File: src/hw/rtl/sfmf_pkg.sv
package sfmf_pkg;

    localparam int MAX_PATTERN = 8;
    localparam int POS_W       = 16;
    localparam int START_W     = 16;
    localparam int LEN_W       = 4;
    localparam int SEEN_W      = $clog2(MAX_PATTERN + 1);
    localparam int CALC_W      = (POS_W > START_W) ? POS_W : START_W;

    localparam int DATA_W      = 64;
    localparam int ADDR_W      = 5;
    localparam int IDX_LSB     = 3;

    typedef enum logic [ADDR_W-IDX_LSB-1:0] {
        REG_PATTERN_BYTES  = 2'd0,
        REG_PATTERN_LENGTH = 2'd1,
        REG_IGNORE_CASE    = 2'd2
    } reg_index_t;

    // Maps ASCII upper case to lower case when folding is enabled.
    function automatic logic [7:0] fold_byte(input logic [7:0] b, input logic fold_en);
        logic [7:0] r;
        r = b;
        if (fold_en && (b >= 8'h41) && (b <= 8'h5A))
        begin
            r = b + 8'h20;
        end
        return r;
    endfunction

endpackage

File: src/hw/rtl/substring_first_match_finder_core.sv
// Streaming first-match substring finder. One text item (a byte plus an end-of-text
// flag) is accepted every clock cycle unless a stalled result holds off the input;
// each item goes through an input register and the window compare into a result
// register. A text gives at most one result: found with the start index when the
// pattern first completes, or not found on the final byte. A stalled result stalls
// the input only once the input register also holds a byte that produces a result.
// The pattern (up to eight bytes, first byte lowest), its length and the case
// folding switch are written over the APB port at byte addresses 0, 8 and 16; the
// user must do so only while no text is in flight; the block does not enforce it.
module substring_first_match_finder_core (
    input  logic                                  clk,
    input  logic                                  rst_n,
    input  logic                                  psel,
    input  logic                                  penable,
    input  logic                                  pwrite,
    input  logic [sfmf_pkg::ADDR_W-1:0]           paddr,
    input  logic [sfmf_pkg::DATA_W-1:0]           pwdata,
    output logic [sfmf_pkg::DATA_W-1:0]           prdata,
    output logic                                  pready,
    input  logic                                  text_valid,
    output logic                                  text_ready,
    input  logic [7:0]                            text_byte,
    input  logic                                  last_byte,
    output logic                                  result_valid,
    input  logic                                  result_ready,
    output logic                                  found,
    output logic [sfmf_pkg::START_W-1:0]          match_start
);

    localparam int MaxPat = sfmf_pkg::MAX_PATTERN;

    // Configuration registers.
    logic [63:0]                  pattern_bytes_reg;
    logic [sfmf_pkg::LEN_W-1:0]   pattern_length_reg;
    logic                         ignore_case_reg;

    sfmf_pkg::reg_index_t         cfg_index;
    logic                         cfg_write;

    // Input register.
    logic                         s1_valid_reg;
    logic [7:0]                   s1_byte_reg;
    logic                         s1_last_reg;

    // Per-text search state.
    logic [7:0]                   window_reg [MaxPat];
    logic [sfmf_pkg::SEEN_W-1:0]  seen_reg;
    logic [sfmf_pkg::POS_W-1:0]   pos_reg;
    logic                         already_found_reg;

    // Result register.
    logic                         result_valid_reg;
    logic                         result_found_reg;
    logic [sfmf_pkg::START_W-1:0] result_start_reg;

    logic [7:0]                   win_shift [MaxPat];
    logic [7:0]                   win_fold  [MaxPat];
    logic [7:0]                   pat_fold  [MaxPat];
    logic [MaxPat-1:0]            len_match;
    logic                         sel_match;
    logic [sfmf_pkg::LEN_W-1:0]   eff_len;
    logic [sfmf_pkg::SEEN_W-1:0]  seen_next;
    logic [sfmf_pkg::POS_W-1:0]   pos_next;
    logic [sfmf_pkg::CALC_W-1:0]  start_calc;
    logic                         hit;
    logic                         produce;
    logic                         s1_advance;

    assign pready    = 1'b1;
    assign cfg_write = psel && penable && pwrite;
    assign cfg_index = sfmf_pkg::reg_index_t'(paddr[sfmf_pkg::ADDR_W-1:sfmf_pkg::IDX_LSB]);

    always_ff @(posedge clk or negedge rst_n)
    begin
        if (!rst_n)
        begin
            pattern_bytes_reg  <= '0;
            pattern_length_reg <= '0;
            ignore_case_reg    <= 1'b0;
        end
        else if (cfg_write)
        begin
            unique case (cfg_index)
                sfmf_pkg::REG_PATTERN_BYTES:  pattern_bytes_reg  <= pwdata[63:0];
                sfmf_pkg::REG_PATTERN_LENGTH: pattern_length_reg <= pwdata[sfmf_pkg::LEN_W-1:0];
                sfmf_pkg::REG_IGNORE_CASE:    ignore_case_reg    <= pwdata[0];
                default:
                begin
                end
            endcase
        end
    end

    always_comb
    begin
        unique case (cfg_index)
            sfmf_pkg::REG_PATTERN_BYTES:  prdata = sfmf_pkg::DATA_W'(pattern_bytes_reg);
            sfmf_pkg::REG_PATTERN_LENGTH: prdata = sfmf_pkg::DATA_W'(pattern_length_reg);
            sfmf_pkg::REG_IGNORE_CASE:    prdata = sfmf_pkg::DATA_W'(ignore_case_reg);
            default:                      prdata = '0;
        endcase
    end

    // Window compare for the byte held in the input register.
    always_comb
    begin
        win_shift[0] = s1_byte_reg;
        for (int k = 1; k < MaxPat; k++)
        begin
            win_shift[k] = window_reg[k-1];
        end
        for (int k = 0; k < MaxPat; k++)
        begin
            win_fold[k] = sfmf_pkg::fold_byte(win_shift[k], ignore_case_reg);
            pat_fold[k] = sfmf_pkg::fold_byte(pattern_bytes_reg[8*k +: 8], ignore_case_reg);
        end
        // Entry l-1 tells whether a pattern of length l ends at the newest byte.
        for (int l = 1; l <= MaxPat; l++)
        begin
            len_match[l-1] = 1'b1;
            for (int k = 0; k < l; k++)
            begin
                if (win_fold[k] != pat_fold[l-1-k])
                begin
                    len_match[l-1] = 1'b0;
                end
            end
        end
    end

    always_comb
    begin
        if (pattern_length_reg > sfmf_pkg::LEN_W'(MaxPat))
        begin
            eff_len = sfmf_pkg::LEN_W'(MaxPat);
        end
        else
        begin
            eff_len = pattern_length_reg;
        end
        sel_match = 1'b0;
        for (int l = 1; l <= MaxPat; l++)
        begin
            if (eff_len == sfmf_pkg::LEN_W'(l))
            begin
                sel_match = len_match[l-1];
            end
        end
    end

    assign seen_next = (seen_reg < sfmf_pkg::SEEN_W'(MaxPat)) ? seen_reg + 1'b1 : seen_reg;
    assign pos_next  = (pos_reg != '1) ? pos_reg + 1'b1 : pos_reg;

    assign hit = !already_found_reg && (eff_len != '0)
                 && (sfmf_pkg::LEN_W'(seen_next) >= eff_len) && sel_match;

    assign start_calc = sfmf_pkg::CALC_W'(pos_reg)
                        - sfmf_pkg::CALC_W'(eff_len - sfmf_pkg::LEN_W'(1));

    assign produce    = hit || (s1_last_reg && !already_found_reg);
    assign s1_advance = s1_valid_reg && (!produce || !result_valid_reg || result_ready);
    assign text_ready = !s1_valid_reg || s1_advance;

    always_ff @(posedge clk or negedge rst_n)
    begin
        if (!rst_n)
        begin
            s1_valid_reg <= 1'b0;
        end
        else if (text_ready)
        begin
            s1_valid_reg <= text_valid;
        end
    end

    always_ff @(posedge clk)
    begin
        if (text_valid && text_ready)
        begin
            s1_byte_reg <= text_byte;
            s1_last_reg <= last_byte;
        end
    end

    always_ff @(posedge clk or negedge rst_n)
    begin
        if (!rst_n)
        begin
            for (int k = 0; k < MaxPat; k++)
            begin
                window_reg[k] <= '0;
            end
            seen_reg          <= '0;
            pos_reg           <= '0;
            already_found_reg <= 1'b0;
        end
        else if (s1_advance)
        begin
            if (s1_last_reg)
            begin
                // The final byte closes the text; the next item starts a new one.
                for (int k = 0; k < MaxPat; k++)
                begin
                    window_reg[k] <= '0;
                end
                seen_reg          <= '0;
                pos_reg           <= '0;
                already_found_reg <= 1'b0;
            end
            else
            begin
                for (int k = 0; k < MaxPat; k++)
                begin
                    window_reg[k] <= win_shift[k];
                end
                seen_reg          <= seen_next;
                pos_reg           <= pos_next;
                already_found_reg <= already_found_reg || hit;
            end
        end
    end

    always_ff @(posedge clk or negedge rst_n)
    begin
        if (!rst_n)
        begin
            result_valid_reg <= 1'b0;
        end
        else if (s1_advance && produce)
        begin
            result_valid_reg <= 1'b1;
        end
        else if (result_ready)
        begin
            result_valid_reg <= 1'b0;
        end
    end

    always_ff @(posedge clk)
    begin
        if (s1_advance && produce)
        begin
            result_found_reg <= hit;
            result_start_reg <= hit ? start_calc[sfmf_pkg::START_W-1:0] : '0;
        end
    end

    assign result_valid = result_valid_reg;
    assign found        = result_found_reg;
    assign match_start  = result_start_reg;

endmodule

File: config.mk
export PLATFORM = sky130hd
export DESIGN_NAME = substring_first_match_finder_core
export DESIGN_NICKNAME = d
export VERILOG_FILES = /design/src/hw/rtl/sfmf_pkg.sv /design/src/hw/rtl/substring_first_match_finder_core.sv
export SDC_FILE = /design/constraint.sdc
export NUM_CORES = 1
export LEC_CHECK = 0
export BUFFER_PORTS_ARGS = -buffer_cell sky130_fd_sc_hd__buf_2
export CORE_MARGIN = 8
export CORE_UTILIZATION = 45
export DETAILED_ROUTE_END_ITERATION = 6
export SLEW_MARGIN = 20
export SYNTH_ARGS = -nofsm -noshare
export SYNTH_HDL_FRONTEND = slang
export SYNTH_SLANG_ARGS = --single-unit
File: constraint.sdc
create_clock -name clk -period 5.4 [get_ports clk]
set_clock_uncertainty 0.05 [all_clocks]
set_input_delay 1.08 -clock clk [delete_from_list [all_inputs] [get_ports clk]]
set_output_delay 1.08 -clock clk [all_outputs]
set_load 0.01 [all_outputs]
* After elaboration in Yosys (flattened, before gate mapping)
Cells that the tools add are included.
** Storage, ports and cells
- Register bits after elaboration :: 174
- Input port bits :: 85
- Output and inout port bits :: 84
- Logic and storage cells :: 249
** Operators by class
- $add $sub $neg :: 20
- $lt $le $gt $ge :: 35
- Eq/ne operators :: 47
- Multiplexer cells :: 70
- Reduce and logical (&&, ||, !) cells :: 58
** Operators with widths (count)
- $ne 8x8->1 :: 36
- $pmux 64 s3 :: 1
- $add 8x6->8 const B :: 16
- $ge 8x7->1 const B :: 16
- $le 8x7->1 const B :: 16
- $mux 8 :: 16
- $mux 64 :: 1
- $mux 1 :: 47
- $logic_and 1x1->1 :: 41
- $mux 16 :: 2
- $add 16x1->16 const B :: 1
- $eq 4x3->1 const B :: 4
- $ne 16x16->1 const B :: 1
- $sub 16x16->16 :: 1
- $mux 4 :: 3
- $eq 4x2->1 const B :: 2
- $reduce_and 2->1 :: 4
- $logic_or 1x1->1 :: 5
- $sub 4x1->5 const B :: 1
- $add 4x1->4 const B :: 1
- $eq 4x1->1 const B :: 1
- $eq 4x4->1 const B :: 1
- $ge 4x4->1 :: 1
- $gt 4x4->1 const B :: 1
- 7 further kinds :: 11

* Longest topological paths before layout
- Depth after elaboration :: 22
- Gate-level depth with buffers :: 17
- Depth with buffers taken out :: 17

* Worst setup path before layout
No wires, ideal clock.
- Kind :: reg-to-output
- Start point :: register s1_byte_reg[6]
- End point :: output text_ready
- Data arrival time :: 3.037 ns
- Data required time :: 4.270 ns
- Slack :: 1.233 ns
- Cell stages (with the launch flop) :: 11
- Path through :: edfxtp_1 ha_1 or3_1 o31ai_2 xor2_1 nor4_1 nand3_1 o22a_1 o21ai_2 a211oi_4 or3_1
** Between the ends
- Cells in the longest elaborated chain, start to end :: 21
- Elaborated cells between the ends (all ways) :: 65
- Classes of those cells :: add/sub: 1; order compare: 2; eq/ne: 8; mux: 45; reduce/logical: 9
** RTL lines
- from (decl) :: line substring_first_match_finder_core.sv:42 : logic [7:0] s1_byte_reg;
- from (signal assigned) :: line substring_first_match_finder_core.sv:180 : s1_byte_reg <= text_byte;
- $ge 8x7->1 :: line sfmf_pkg.sv:24 : if (fold_en && (b >= 8'h41) && (b <= 8'h5A))
- $logic_and 1x1->1 (2 in series) :: line sfmf_pkg.sv:24
- $mux 8 * :: line sfmf_pkg.sv:24
- $ne 8x8->1 :: line substring_first_match_finder_core.sv:123 : if (win_fold[k] != pat_fold[l-1-k])
- $mux 1 :: line substring_first_match_finder_core.sv:123
- $mux 1, on equally long branches (7 in series) :: line substring_first_match_finder_core.sv:144, substring_first_match_finder_core.sv:123
- $mux 1 * :: line substring_first_match_finder_core.sv:144 : if (eff_len == sfmf_pkg::LEN_W'(l))
- $logic_and 1x1->1 * :: line substring_first_match_finder_core.sv:155 : && (sfmf_pkg::LEN_W'(seen_next) >= eff_len) && sel_match;
- $logic_or 1x1->1 * :: line substring_first_match_finder_core.sv:160 : assign produce = hit || (s1_last_reg && !already_found_reg);
- $logic_not 1->1 * :: line substring_first_match_finder_core.sv:161 : assign s1_advance = s1_valid_reg && (!produce || !result_valid_reg || result_ready);
- $logic_or 1x1->1 * (2 in series) :: line substring_first_match_finder_core.sv:161
- $logic_and 1x1->1 * :: line substring_first_match_finder_core.sv:161
- $logic_or 1x1->1 * :: line substring_first_match_finder_core.sv:162 : assign text_ready = !s1_valid_reg || s1_advance;
- to (decl) :: line substring_first_match_finder_core.sv:21 : output logic text_ready,
Mark *: on every way between the ends. The rest lies on a longest branch, timed or not.

* Final worst setup path
- Start point :: register ignore_case_reg
- End point :: output text_ready
** Between the ends
- Cells in the longest elaborated chain, start to end :: 20
- Elaborated cells between the ends (all ways) :: 135
- Classes of those cells :: eq/ne: 36; mux: 60; reduce/logical: 39
** RTL lines
- from (decl) :: line substring_first_match_finder_core.sv:35 : logic ignore_case_reg;
- from (signal assigned) :: line substring_first_match_finder_core.sv:86 : sfmf_pkg::REG_IGNORE_CASE: ignore_case_reg <= pwdata[0];
- $logic_and 1x1->1 (2 in series) :: line sfmf_pkg.sv:24
- $mux 8 :: line sfmf_pkg.sv:24
- $ne 8x8->1 :: line substring_first_match_finder_core.sv:123
- $mux 1 :: line substring_first_match_finder_core.sv:123
- $mux 1, on equally long branches (7 in series) :: line substring_first_match_finder_core.sv:144, substring_first_match_finder_core.sv:123
- $mux 1 * :: line substring_first_match_finder_core.sv:144
- $logic_and 1x1->1 * :: line substring_first_match_finder_core.sv:155
- $logic_or 1x1->1 * :: line substring_first_match_finder_core.sv:160
- $logic_not 1->1 * :: line substring_first_match_finder_core.sv:161
- $logic_or 1x1->1 * (2 in series) :: line substring_first_match_finder_core.sv:161
- $logic_and 1x1->1 * :: line substring_first_match_finder_core.sv:161
- $logic_or 1x1->1 * :: line substring_first_match_finder_core.sv:162
Marked as above.

==> run_results.csv <==
group,metric,value,unit
layout,layout-drive-gt1-share,23.88,%
drt,viasPerCell,5.728,
layout,area_growth,15.02,%
clock_network,clockRootBuffer,"clkbuf_16",
clock_network,clk_latency,0.46,ns
worst_setup_path,cp_slowest_stage_delay,0.84,ns
power_and_ir_drop,p_int,3.543,mW
worst_setup_path,crit_chain,"o21ai_1 -> o31ai_1 -> xor2_1 -> nor4_1 -> and4_1 -> a31oi_2 -> a21oi_2 -> a211oi_4 -> or3_1 -> buf_2",
drt,drc,0,
timing,fin_crit,5.328,ns
layout,antenna_cells,0,
timing,slew_headroom,37.86,%
timing,hold_ws,0.5072,ns
worst_setup_path,crit_family,"compound AO/OA/AOI/OAI gates",
logic_synthesis,yosys.area.top_type,"dfrtp_1",
drt,drt_iter0_drc,1057,
power_and_ir_drop,leakagePower,7.233,nW
logic_synthesis,ys_seq_area_share,32.72,%
logic_synthesis,synth-edff-count,26,
floorplan,core_area,30270,um^2
logic_synthesis,synth_area,13710,um^2
worst_setup_path,r2r_slack,0.92,ns
power_and_ir_drop,clockPowerShare,20.7,%
global_routing,overflow,0,
floorplan,die_w,190.5,um
layout,final_common_cell,"xor2_1",
floorplan,dieArea,36300,um^2
power_and_ir_drop,p_per_area,390.9,nW/um^2
placed_design,dp_hpwl,32780,um
layout,fillers,2831,
drt,drt-total-wl,44230,um
drt,avgRoutedWirePerCell,22.07,um
logic_synthesis,synth-adder-area-share,3.980,%
logic_synthesis,ys_top_cells_by_area,"dfrtp_1 27%, xor2_1 12%, xnor2_1 7.4%",
timing,tns,0,ns
global_routing,gr-usage-all-layers,24.61,%
placed_design,gp_congestion,0.9622,
timing,worstMarginPinSlew,0.9265,ns
global_routing,grt_antenna_before_repair,0,
worst_setup_path,crit_path_end,"text_ready",
worst_setup_path,startpoint_type,"register",
clock_network,cts_setup_buffers,0,
global_routing,grt_pass1_vias,11512,
placed_design,port-buffer-count,164,
logic_synthesis,async_reset_ff_share,85.06,%
timing,setup_viol,0,
timing,fin_ws,0.07228,ns
timing,timing.final.crit_share,98.66,%
layout,final_cell_mix,"183 x xor2_1, 163 x buf_2, 148 x dfrtp_1, 116 x xnor2_1, 73 x buf_4",
layout,multi_input_area,8551,um^2
worst_setup_path,critPathKind,"reg -> out",
clock_network,cts_tree,"done",
clock_network,cts_sinks,174,
worst_setup_path,crit_cells,10,
logic_synthesis,synthMuxAreaShare,9.394,%
floorplan,rows,64,
global_routing,grt_pass1_wl,69390,um
power_and_ir_drop,p_sw,2.620,mW
worst_setup_path,end_kind,"output port",
logic_synthesis,yosys.area_share.simple,17.67,%
layout,finalNonFillerCells,2004,
clock_network,clockBufferDepth,2,
logic_synthesis,synthFlopType,"dfrtp_1",
timing,hold_viol,0,
placed_design,dpl-instance-area,15130,um^2
clock_network,postCtsHoldBufs,0,
logic_synthesis,ys_ff_latch,174,
layout,fin_area,15760,um^2
clock_network,cts_buffers,17,
power_and_ir_drop,p_total,6.163,mW
clock_network,cts.clk_slew.worst_paths,0.08,ns
logic_synthesis,syn_area_per_cell,9.491,um^2
floorplan,io_pins,169,
timing,fmax,0.1877,GHz
logic_synthesis,synth_xor_area_share,19.11,%
logic_synthesis,synth_cell_types,70,
hold_path,min_path_type,"reg -> reg",
worst_setup_path,cp.arrival,4.20,ns
logic_synthesis,ys.warnings.count,0,
floorplan,initial_core_util,45.28,%
layout,register_area,4484,um^2
status,status,"completed",
drt,firstDrtPassIters,5,
placed_design,place_ws,0.5490,ns
worst_setup_path,reg2reg_to,"win_shift[17]",
logic_synthesis,yosysTopAreaCellShare,27.02,%
power_and_ir_drop,ir_drop,0.0002640,V
worst_setup_path,cp_slowest_cell,"o31ai_1",
logic_synthesis,synth_top_family_by_area,"XOR/XNOR gates",
floorplan,fp.dieH,190.5,um
global_routing,grt_start_max_net_pins,95,
layout,utilization,52.08,%
drt,ant_nets,0,
worst_setup_path,r2r_cells,12,
power_and_ir_drop,power_frac_seq,33.0,%
worst_setup_path,r2r_start,"ignore_case_reg",
logic_synthesis,netlist_instances,1444,
worst_setup_path,cp_max_fo,12,
worst_setup_path,worst-path-buf-inv,1,
run,maxCapViolations,0,
timing,slew_viol_final,0,
layout,nets,1723,
clock_network,cts.htree.levels,4,
power_and_ir_drop,p_comb_share,46.3,%
drt,via_count,11479,
logic_synthesis,syn_nets,1572,
power_and_ir_drop,swShare,42.51,%
worst_setup_path,cp.required,4.27,ns
placed_design,dp.cells,1972,
layout,largest_reg_flops,64,
timing,rsz0062_at_grt,"no",
worst_setup_path,startpoint,"ignore_case_reg",
logic_synthesis,synth_compound_area_share,11.84,%
-- worst min-delay path by stage --
stage              endpoint  depth (start not counted)         start  slack [ns]
2_1_floorplan  win_shift[6]                          1  win_shift[6]        0.45
3_3_place_gp   win_shift[6]                          1  win_shift[6]        0.48
3_5_place_dp   win_shift[6]                          1  win_shift[6]        0.49
4_1_cts        win_shift[6]                          1  win_shift[6]        0.51
5_1_grt        win_shift[6]                          1  win_shift[6]        0.53
6_report       win_shift[6]                          1  win_shift[6]        0.51
-- worst reg2reg max path, delay by kind of cell, from the launching register on --
family	cells	cell delay [ns]
muxes	1	0.34
AOI/OAI and AO/OA	6	1.99
and+or+nand+nor	2	0.62
xor gates and xnor gates	1	0.18
DFF	1	0.72
buffers and inverters	2	0.44
-- per-layer routing --
metal	vias up	share of wire [%]	GRT usage [%]
met3	60	6.4	4.298
met2	393	47	39.80
met4	0	2.4	8.025
met1	5689	44	32.96
li1	5337	-	-
met5	-	0	0
-- power groups by stage --
stage	logic (mW)	registers, mW	clock network [mW]
6_report	2.85	2.03	1.28
5_1_grt	3.11	2.06	1.35
4_1_cts	2.84	2.02	1.31
3_5_place_dp	2.82	2.05	0
3_3_place_gp	2.78	2.04	0
2_1_floorplan	2.16	1.78	0
-- cells in the mapped netlist, types with 11 or more instances --
| cell | number |
|---|---|
| xor2_1 | 183 |
| dfrtp_1 | 148 |
| xnor2_1 | 116 |
| nor2_1 | 64 |
| inv_1 | 62 |
| nand2_1 | 58 |
| clkbuf_1 | 57 |
| nor4_1 | 52 |
| o21ai_0 | 51 |
| mux2_2 | 50 |
| and2_1 | 46 |
| ha_1 | 42 |
| nor3_1 | 42 |
| a21oi_1 | 40 |
| nor2b_1 | 39 |
| nand4_1 | 34 |
| buf_2 | 29 |
| nand2b_1 | 29 |
| mux2_1 | 27 |
| mux2i_1 | 27 |
| edfxtp_1 | 26 |
| nand3_1 | 24 |
| or3_1 | 17 |
| or4_1 | 17 |
| and3_1 | 11 |
| o31ai_1 | 11 |
-- kinds of logic (layout without fill, tap and decap cells) --
family	Yosys count	count (layout)
buffers and inverters	169	333
xor gates and xnor gates	299	299
and+or+nand+nor	443	443
AOI/OAI and AO/OA	201	201
DFF	174	174
muxes	114	114
other	1	1
adders and majority gates	43	43
-- what timing repair did --
action                                  in CTS  in global routing
endpoints found under the hold margin        0                  0
endpoints found under the setup margin       0                  1
resized for setup                            0                  5
-- area by class of cell --
class / instances / share of cell area [%]
well taps: 396 / 3.143
flip-flops and latches: 174 / 28.45
multi-input cells: 1101 / 54.24
clock buffers: 22 / 3.286
repair buffers: 238 / 8.850
clock inverters: 10 / 0.5318
inverters: 63 / 1.500
Note: power is estimated with default switching activity, not from simulation.
